--- src/tdns_pkg.sv ---
package tdns_pkg;

   localparam int SAMPLE_BITS_DEF = 32;
   localparam int RANDOM_BITS_DEF = 15;

   localparam int SAMPLE_W    = 32;
   localparam int RANDOM_W    = 15;
   localparam int OUT_W       = 24;
   localparam int WORD_BITS_W = 5;
   localparam int GAIN_W      = 16;
   localparam int ERROR_W     = 34;
   localparam int SHIFT_W     = 5;
   localparam int CSR_INDEX_W = 2;
   localparam int CSR_DATA_W  = 16;

   localparam int GAIN_FRAC       = 14;
   localparam int ROUND_HALF      = 8192;
   localparam int WORD_BITS_RESET = 16;
   localparam int WORD_BITS_MIN   = 8;
   localparam int WORD_BITS_MAX   = 24;

   typedef enum logic [CSR_INDEX_W-1:0] {
      CSR_WORD_BITS    = 2'd0,
      CSR_SHAPING_GAIN = 2'd1
   } csr_index_type;

   typedef struct packed {
      logic signed [SAMPLE_W-1:0] sample;
      logic [RANDOM_W-1:0]        random_value;
   } req_word_type;

   typedef struct packed {
      logic signed [OUT_W-1:0] quantized;
      logic                    clipped;
   } rsp_word_type;

   // Clamped word length, its quantizer shift and the shaping gain.
   typedef struct packed {
      logic [WORD_BITS_W-1:0] word_len;
      logic [SHIFT_W-1:0]     shift;
      logic [GAIN_W-1:0]      gain;
   } shaper_cfg_type;

endpackage

--- src/tdns_csr.sv ---
module tdns_csr
   import tdns_pkg::*;
#(
   parameter int SAMPLE_BITS = SAMPLE_BITS_DEF
) (
   input  logic                   clock,
   input  logic                   reset,
   input  logic                   csr_valid,
   output logic                   csr_ready,
   input  logic [CSR_INDEX_W-1:0] csr_index,
   input  logic [CSR_DATA_W-1:0]  csr_data,
   output shaper_cfg_type         cfg
);

   localparam int TOP_BITS = (SAMPLE_BITS < WORD_BITS_MAX) ? SAMPLE_BITS : WORD_BITS_MAX;

   logic [WORD_BITS_W-1:0] word_bits_ff, word_bits_in;
   logic [GAIN_W-1:0]      gain_ff, gain_in;
   logic [WORD_BITS_W-1:0] word_len;
   logic [SHIFT_W:0]       shift_full;

   assign csr_ready = 1'b1;

   always_comb begin
      word_bits_in = word_bits_ff;
      gain_in      = gain_ff;
      if (csr_valid) begin
         case (csr_index)
            CSR_WORD_BITS: begin
               word_bits_in = csr_data[WORD_BITS_W-1:0];
            end
            CSR_SHAPING_GAIN: begin
               gain_in = csr_data[GAIN_W-1:0];
            end
            default: begin
            end
         endcase
      end
   end

   always_ff @(posedge clock) begin
      if (reset) begin
         word_bits_ff <= WORD_BITS_W'(WORD_BITS_RESET);
         gain_ff      <= '0;
      end else begin
         word_bits_ff <= word_bits_in;
         gain_ff      <= gain_in;
      end
   end

   always_comb begin
      if (word_bits_ff < WORD_BITS_W'(WORD_BITS_MIN)) begin
         word_len = WORD_BITS_W'(WORD_BITS_MIN);
      end else if (word_bits_ff > WORD_BITS_W'(TOP_BITS)) begin
         word_len = WORD_BITS_W'(TOP_BITS);
      end else begin
         word_len = word_bits_ff;
      end
   end

   assign shift_full   = (SHIFT_W+1)'(SAMPLE_BITS) - {1'b0, word_len};
   assign cfg.word_len = word_len;
   assign cfg.shift    = shift_full[SHIFT_W-1:0];
   assign cfg.gain     = gain_ff;

endmodule

--- src/tdns_shaper.sv ---
module tdns_shaper
   import tdns_pkg::*;
#(
   parameter int SAMPLE_BITS = SAMPLE_BITS_DEF,
   parameter int RANDOM_BITS = RANDOM_BITS_DEF
) (
   input  logic           clock,
   input  logic           reset,
   input  logic           fire,
   input  req_word_type   in_word,
   input  shaper_cfg_type cfg,
   output rsp_word_type   out_word
);

   localparam int FW  = ERROR_W + 2;
   localparam int PW  = FW + GAIN_W + 1;
   localparam int HW  = PW - GAIN_FRAC;
   localparam int VW  = ((SAMPLE_BITS > HW) ? SAMPLE_BITS : HW) + 2;
   localparam int TW  = VW + RANDOM_BITS + 2;
   localparam int SHW = $clog2(TW);

   localparam logic signed [VW:0] ERR_MAX = (VW+1)'((64'sd1 <<< (ERROR_W-1)) - 64'sd1);
   localparam logic signed [VW:0] ERR_MIN = ~ERR_MAX;

   logic [RANDOM_BITS-1:0]          prev_random_ff, prev_random_in;
   logic signed [ERROR_W-1:0]       error_recent_ff, error_recent_in;
   logic signed [ERROR_W-1:0]       error_older_ff, error_older_in;

   logic [RANDOM_BITS-1:0]          rnd;
   logic signed [SAMPLE_BITS-1:0]   smp;
   logic signed [FW-1:0]            fb;
   logic signed [GAIN_W:0]          gain_s;
   logic signed [PW-1:0]            prod;
   logic signed [HW-1:0]            shaped;
   logic signed [VW-1:0]            v;
   logic signed [RANDOM_BITS:0]     dith;
   logic [SHW-1:0]                  total_shift;
   logic signed [TW-1:0]            t;
   logic signed [TW-1:0]            t_shr;
   logic signed [VW-1:0]            q;
   logic signed [VW:0]              err;
   logic signed [VW-1:0]            hi;
   logic signed [VW-1:0]            lo;
   logic signed [VW-1:0]            qs;
   logic                            clip;

   assign rnd    = RANDOM_BITS'(in_word.random_value);
   assign smp    = $signed(in_word.sample[SAMPLE_BITS-1:0]);

   // shaped = round(gain * (2*e1 - e2) / 2^14), half up
   assign fb     = (FW'(error_recent_ff) <<< 1) - FW'(error_older_ff);
   assign gain_s = $signed({1'b0, cfg.gain});
   assign prod   = (PW'(fb) * PW'(gain_s)) + PW'(ROUND_HALF);
   assign shaped = $signed(prod[PW-1:GAIN_FRAC]);
   assign v      = VW'(shaped) + VW'(smp);

   // floor((v + LSB/2 + dither) / LSB), taken at LSB / 2^RANDOM_BITS resolution
   assign dith        = $signed({1'b0, rnd}) - $signed({1'b0, prev_random_ff});
   assign total_shift = SHW'(cfg.shift) + SHW'(RANDOM_BITS);
   assign t           = (TW'(v) <<< RANDOM_BITS)
                      + (TW'(dith) <<< cfg.shift)
                      + (TW'(1) <<< (total_shift - SHW'(1)));
   assign t_shr       = t >>> total_shift;
   assign q           = t_shr[VW-1:0];

   assign err = (VW+1)'(v) - ((VW+1)'(q) <<< cfg.shift);

   always_comb begin
      if (err > ERR_MAX) begin
         error_recent_in = ERR_MAX[ERROR_W-1:0];
      end else if (err < ERR_MIN) begin
         error_recent_in = ERR_MIN[ERROR_W-1:0];
      end else begin
         error_recent_in = err[ERROR_W-1:0];
      end
   end

   assign error_older_in = error_recent_ff;
   assign prev_random_in = rnd;

   always_ff @(posedge clock) begin
      if (reset) begin
         prev_random_ff  <= '0;
         error_recent_ff <= '0;
         error_older_ff  <= '0;
      end else if (fire) begin
         prev_random_ff  <= prev_random_in;
         error_recent_ff <= error_recent_in;
         error_older_ff  <= error_older_in;
      end
   end

   // saturate to the word range
   assign hi = (VW'(1) <<< (cfg.word_len - WORD_BITS_W'(1))) - VW'(1);
   assign lo = ~hi;

   always_comb begin
      qs   = q;
      clip = 1'b0;
      if (q > hi) begin
         qs   = hi;
         clip = 1'b1;
      end else if (q < lo) begin
         qs   = lo;
         clip = 1'b1;
      end
   end

   assign out_word.quantized = qs[OUT_W-1:0];
   assign out_word.clipped   = clip;

endmodule

--- src/tpdf_dither_noise_shaping_top.sv ---
// Accepted words pass from the input register through the shaper to the
// output register on rsp, one word per cycle unless rsp stalls; the
// error feedback (one multiply, dither add, quantizer shift) is combinational.
// Reset (synchronous, active high) empties both stages, clears the error
// and previous random state, and sets word_bits to 16 and shaping_gain to 0.
module tpdf_dither_noise_shaping_top
   import tdns_pkg::*;
#(
   parameter int SAMPLE_BITS = SAMPLE_BITS_DEF,
   parameter int RANDOM_BITS = RANDOM_BITS_DEF
) (
   input  logic                   clock,
   input  logic                   reset,
   input  logic                   req_valid,
   output logic                   req_stall,
   input  req_word_type           req_data,
   output logic                   rsp_valid,
   input  logic                   rsp_stall,
   output rsp_word_type           rsp_data,
   input  logic                   csr_valid,
   output logic                   csr_ready,
   input  logic [CSR_INDEX_W-1:0] csr_index,
   input  logic [CSR_DATA_W-1:0]  csr_data
);

   logic           in_valid_ff, in_valid_in;
   req_word_type   in_word_ff, in_word_in;
   logic           out_valid_ff, out_valid_in;
   rsp_word_type   out_word_ff, out_word_in;

   logic           out_free;
   logic           fire;
   logic           accept;
   shaper_cfg_type cfg;
   rsp_word_type   result;

   tdns_csr #(
      .SAMPLE_BITS (SAMPLE_BITS)
   ) u_csr (
      .clock     (clock),
      .reset     (reset),
      .csr_valid (csr_valid),
      .csr_ready (csr_ready),
      .csr_index (csr_index),
      .csr_data  (csr_data),
      .cfg       (cfg)
   );

   tdns_shaper #(
      .SAMPLE_BITS (SAMPLE_BITS),
      .RANDOM_BITS (RANDOM_BITS)
   ) u_shaper (
      .clock    (clock),
      .reset    (reset),
      .fire     (fire),
      .in_word  (in_word_ff),
      .cfg      (cfg),
      .out_word (result)
   );

   assign out_free  = !out_valid_ff || !rsp_stall;
   assign fire      = in_valid_ff && out_free;
   assign req_stall = in_valid_ff && !out_free;
   assign accept    = req_valid && !req_stall;

   assign in_valid_in  = accept || (in_valid_ff && !fire);
   assign in_word_in   = accept ? req_data : in_word_ff;
   assign out_valid_in = fire || (out_valid_ff && rsp_stall);
   assign out_word_in  = fire ? result : out_word_ff;

   always_ff @(posedge clock) begin
      if (reset) begin
         in_valid_ff  <= 1'b0;
         out_valid_ff <= 1'b0;
      end else begin
         in_valid_ff  <= in_valid_in;
         out_valid_ff <= out_valid_in;
      end
   end

   always_ff @(posedge clock) begin
      in_word_ff  <= in_word_in;
      out_word_ff <= out_word_in;
   end

   assign rsp_valid = out_valid_ff;
   assign rsp_data  = out_word_ff;

endmodule

--- config.mk ---
export PLATFORM = sky130hd
export DESIGN_NAME = tpdf_dither_noise_shaping_top
export DESIGN_NICKNAME = d
export VERILOG_FILES = /design/src/tdns_pkg.sv /design/src/tdns_csr.sv /design/src/tdns_shaper.sv /design/src/tpdf_dither_noise_shaping_top.sv
export SDC_FILE = /design/constraint.sdc
export NUM_CORES = 2
export LEC_CHECK = 0
export BUFFER_PORTS_ARGS = -buffer_cell sky130_fd_sc_hd__buf_4
export CORE_ASPECT_RATIO = 1.5
export CORE_UTILIZATION = 50
export CTS_BUF_LIST = sky130_fd_sc_hd__clkbuf_2 sky130_fd_sc_hd__clkbuf_4 sky130_fd_sc_hd__clkbuf_8
export DETAILED_ROUTE_END_ITERATION = 6
export PLACE_DENSITY_LB_ADDON = 0.1
export SKIP_CTS_REPAIR_TIMING = 1
export SYNTH_ARGS = -nofsm -noshare
export SYNTH_HDL_FRONTEND = slang
export SYNTH_HIERARCHICAL = 1
export SYNTH_SLANG_ARGS = --single-unit
--- constraint.sdc ---
create_clock -name clock -period 21.1 [get_ports clock]
set_clock_uncertainty 0.15 [all_clocks]
set_input_delay 5.275 -clock clock [delete_from_list [all_inputs] [get_ports clock]]
set_output_delay 5.275 -clock clock [all_outputs]
set_load 0.03 [all_outputs]
==> results <==
- The post-route fraction of the period consumed by the critical path is 96.5%.
- The number of top-level design ports is 98.
- The synthesized netlist contains approximately 130 unique library cells.
- Across the run, the number of max-cap violations was 0.
- After synthesis, the cell types taking the most area are sky130_fd_sc_hd__fa_1, sky130_fd_sc_hd__ha_1, sky130_fd_sc_hd__inv_1.
- The largest total area in the synthesized netlist belongs to sky130_fd_sc_hd__fa_1.
- In the synthesized netlist the async set-or-reset flop fraction comes to 0%.
- The die is between 200 and 300 um wide.
- In this run the worst hold path is classified as reg -> reg.
- Static timing analysis puts the maximum clock frequency at 49.1 MHz.
- Summed over its instances, the top area cell type makes up approximately 23% of the synthesized netlist area.
- A synthesized cell averages 7.94 um2.
- The first detailed-routing pass took 7 iterations.
- The total congestion overflow is 0.
- The start point of the critical path is u_shaper/error_older_ff[2]$_SDFFE_PP0P_.
- The most numerous cell type found on the critical path is sky130_fd_sc_hd__buf_4.
- The insertion delay to the later sink of the worst-skew pair is 0.55 ns.
- Summing the sequential cell areas from Yosys gives 8.33% of the chip area.
- The TritonCTS clock tree is yes.
- The cell at the root of the clock tree is sky130_fd_sc_hd__clkbuf_8.
- For this configuration, the core starts out at a cell density of 50.6%.
- The total via count in the routed design is approximately 50000.
- The wire length of the first global-routing pass is roughly 330000 um.
- The count of final max-slew check failures was 0.
- The post-synthesis instance area is 51400 um2.
- The count of flip-flops with a built-in enable after synthesis is between 70 and 80.
- The average vias per placed instance is about 6.
- The floorplan step set the die height to around 400 um.
- The last weighted congestion value of the routability-driven placer is 1.09.
- The placeable core region is between 100000 and 150000 um2.
- The largest net degree at the start of global routing is 70.
- In this run the tightest slew margin relative to its limit is less than 1%.
- The slew at the pin with the worst max-slew slack is 1.49 ns.
- The post-detailed-route DRC marker count is 1.
- In this run the most critical hold path is launched from u_csr/gain_ff[15]$_SDFFE_PP0P_.
- Synthesis produced a netlist whose cell count is approximately 6500.
- The post-synthesis register bit count is around 180.
- The class of the most critical setup path is reg -> reg.
- For this block, the routed nets add up to between 200000 and 250000 um of wire.
- Along the worst path, the maximum fanout reaches 17.
- After clock tree synthesis, the clock-pin slew on the worst setup and hold paths is between 0.1 and 0.15 ns.
- The TritonCTS buffer count is 17.
- The final layout contains between 8000 and 9000 nets.
- In this run the critical register-to-register path is launched from u_shaper/error_older_ff[2]$_SDFFE_PP0P_.
- The critical path capture point type is a register.
- Port buffering added 96 buffers.
- The first routing iteration left about 4200 violations.
- The setup slack at placement is -0.207 ns.
- During synthesis, Yosys emitted a total of 6 warnings.
- The number of endpoints failing setup at the final stage is 0.
- The global router's overall resource usage is a little over two fifths.
- The arrival time reported for the critical path endpoint is 20.58 ns.
- Compared with the post-synthesis result, the final layout area differs by 15.4%.
- The cell type of the slowest stage on the worst timing path is sky130_fd_sc_hd__fa_1.
- The number of global-route vias before repair came to between 50000 and 60000.
- The number of clock sinks is 178.
- In this run the remaining antenna-violating nets after routing total 0.
- The full die area is around 100000 um2.
- In this run the core area contains between 100 and 150 standard-cell rows.
- The required time at the worst-slack endpoint is around 21 ns.
- The final hold violation count was 0.
- Subtracting the final worst setup slack from the clock period gives 20.35 ns.
- The number of levels in the clock H-tree is 4.
- The flow ran to the end, but the final reports show violations.
- The fraction of layout cells with a size suffix above 1 is 17.4%.
- Detailed placement ended at an HPWL of 186000 um.
- The checks that failed: DRC.
- The delay of the slowest cell on the worst path is just under 0.6 ns.
- The worst path meets setup with between 0.7 and 0.8 ns of slack.
- The number of antenna violations at the first check in global routing came to 6.
- The dominant synthesized flop cell is sky130_fd_sc_hd__dfxtp_1.
- The average wire per cell in the routed design is roughly 27 um.
- The number of buffers between clock root and the deepest sink is 2.
- STA classifies the critical path startpoint as a register.
==> cell usage in the layout, fill, tap and decap left out, types with 30 or more instances in the layout <==
| master | Yosys | layout |
|---|---|---|
| sky130_fd_sc_hd__inv_1 | 868 | 865 |
| sky130_fd_sc_hd__buf_4 | 16 | 810 |
| sky130_fd_sc_hd__nand2_1 | 648 | 643 |
| sky130_fd_sc_hd__fa_1 | 591 | 591 |
| sky130_fd_sc_hd__nor2_1 | 580 | 563 |
| sky130_fd_sc_hd__ha_1 | 446 | 435 |
| sky130_fd_sc_hd__and2_1 | 342 | 341 |
| sky130_fd_sc_hd__a21oi_1 | 327 | 303 |
| sky130_fd_sc_hd__o21ai_0 | 253 | 230 |
| sky130_fd_sc_hd__mux2i_1 | 161 | 157 |
| sky130_fd_sc_hd__nor3_1 | 140 | 134 |
| sky130_fd_sc_hd__nand3_1 | 129 | 126 |
| sky130_fd_sc_hd__xnor2_1 | 126 | 114 |
| sky130_fd_sc_hd__dfxtp_1 | 106 | 105 |
| sky130_fd_sc_hd__a21o_1 | 82 | 82 |
| sky130_fd_sc_hd__edfxtp_1 | 72 | 72 |
| sky130_fd_sc_hd__o211ai_1 | 61 | 61 |
| sky130_fd_sc_hd__a211oi_1 | 65 | 61 |
| sky130_fd_sc_hd__nand4_1 | 54 | 54 |
| sky130_fd_sc_hd__nand2b_1 | 55 | 53 |
| sky130_fd_sc_hd__xor2_1 | 52 | 49 |
| sky130_fd_sc_hd__nor2b_1 | 48 | 48 |
| sky130_fd_sc_hd__a31oi_1 | 50 | 48 |
| sky130_fd_sc_hd__or3_1 | 46 | 45 |
| sky130_fd_sc_hd__and3_1 | 45 | 45 |
| sky130_fd_sc_hd__o21a_1 | 44 | 44 |
| sky130_fd_sc_hd__o21ai_1 | 25 | 41 |
| sky130_fd_sc_hd__o21bai_1 | 40 | 40 |
| sky130_fd_sc_hd__o31ai_1 | 38 | 35 |
| sky130_fd_sc_hd__a211oi_2 | 30 | 34 |
| sky130_fd_sc_hd__a21oi_2 | 8 | 30 |
| sky130_fd_sc_hd__mux2_2 | 30 | 30 |
==> path summary, 6_finish.rpt <==
kind                                              end  slack, ns  cells past startpoint
max          u_shaper/error_older_in[10]$_SDFFE_PP0P_       0.75                     98
max reg2reg  u_shaper/error_older_in[10]$_SDFFE_PP0P_       0.75                     98
min reg2reg            u_csr/gain_ff[15]$_SDFFE_PP0P_       0.34                      2
min                    u_csr/gain_ff[15]$_SDFFE_PP0P_       0.34                      2
==> metal layers <==
layer	global-route usage, %	vias up	share of wire, %
met2	74.9	2238	49
li1	-	23075	-
met5	0.233	-	0.025
met4	41.1	8	12
met3	6.65	860	5.9
met1	43.1	25179	33
==> cells in the mapped netlist (18+ instances only) <==
library cell / number
sky130_fd_sc_hd__o21ai_1: 25
sky130_fd_sc_hd__a211oi_1: 65
sky130_fd_sc_hd__fa_1: 591
sky130_fd_sc_hd__edfxtp_1: 72
sky130_fd_sc_hd__a21o_1: 82
sky130_fd_sc_hd__nand4_1: 54
sky130_fd_sc_hd__o31ai_1: 38
sky130_fd_sc_hd__xnor2_1: 126
sky130_fd_sc_hd__nand2b_1: 55
sky130_fd_sc_hd__o21bai_1: 40
sky130_fd_sc_hd__xor2_1: 52
sky130_fd_sc_hd__or3_1: 46
sky130_fd_sc_hd__a22oi_1: 22
sky130_fd_sc_hd__nor3b_1: 21
sky130_fd_sc_hd__nand2_1: 648
sky130_fd_sc_hd__a221o_1: 23
sky130_fd_sc_hd__o22ai_1: 29
sky130_fd_sc_hd__inv_1: 868
sky130_fd_sc_hd__o211ai_1: 61
sky130_fd_sc_hd__o21ai_0: 253
sky130_fd_sc_hd__buf_2: 40
sky130_fd_sc_hd__clkbuf_1: 223
sky130_fd_sc_hd__or2_2: 25
sky130_fd_sc_hd__and3_1: 45
sky130_fd_sc_hd__dfxtp_1: 106
sky130_fd_sc_hd__nor2_1: 580
sky130_fd_sc_hd__a21oi_1: 327
sky130_fd_sc_hd__a211oi_2: 30
sky130_fd_sc_hd__nand3_1: 129
sky130_fd_sc_hd__o2111ai_1: 18
sky130_fd_sc_hd__a31oi_1: 50
sky130_fd_sc_hd__a211o_1: 18
sky130_fd_sc_hd__a221oi_1: 22
sky130_fd_sc_hd__nor4_1: 27
sky130_fd_sc_hd__buf_1: 50
sky130_fd_sc_hd__ha_1: 446
sky130_fd_sc_hd__mux4_2: 27
sky130_fd_sc_hd__a31o_2: 19
sky130_fd_sc_hd__nor3_1: 140
sky130_fd_sc_hd__o21a_1: 44
sky130_fd_sc_hd__and2_1: 342
sky130_fd_sc_hd__mux2i_1: 161
sky130_fd_sc_hd__mux2_2: 30
sky130_fd_sc_hd__nor2b_1: 48
==> metrics by stage <==
stage	hold slack (ns)	TNS, ns	std cells	instance area (um2)	util, %
2_1_floorplan	0.285	0	6488	51500	-
3_3_place_gp	0.323	-2.59	8270	58100	57.2
3_5_place_dp	0.330	-5.12	8270	58100	57.2
4_1_cts	0.345	-11.15	8302	58500	57.6
5_1_grt	0.377	-1.94	8320	59300	58.4
6_report	0.344	0	8323	59300	58.4
==> state kept, by name, indices dropped and copies added, names as in the netlist <==
signal                   flops
in_word_ff                  47
u_shaper/error_older_ff     34
u_shaper/error_older_in     34
rsp_data                    25
u_csr/gain_ff               16
u_shaper/prev_random_ff     15
u_csr/word_bits_ff           5
in_valid_ff                  1
rsp_valid                    1
==> worst max-delay path, delay by kind of cell (launching register included) <==
| family | cells | cell delay (ns) |
|---|---|---|
| muxes | 1 | 0.49 |
| and+or+nand+nor | 19 | 2.77 |
| AOI/OAI and AO/OA | 43 | 7.94 |
| DFF | 1 | 0.34 |
| xor gates and xnor gates | 3 | 0.52 |
| adders and majority gates | 12 | 5.06 |
| buffers and inverters | 20 | 2.87 |
==> final cells by class <==
type                       instances  area [um2]
tap                             1305        1630
timing repair buffer             828        6440
inverter                         872        3280
antenna                            4        10.0
fill                            9302       42300
clock inverter                    15         159
multi-input combinational       5104       43300
clock buffer                      17         234
sequential                       178        4290
==> logic make-up after synthesis <==
family	synth area share, %
multiplexers	5.00
adder cells (fa/ha/maj)	33.9
buffers and inverters	9.09
AND/OR/NAND/NOR	21.5
flip-flops	8.33
other	0.0219
AO/OA/AOI/OAI	19.1
XOR/XNOR	3.06
Power is not shown: default switching activity piles up to over one toggle a cycle in this logic, so the estimate is an artifact.
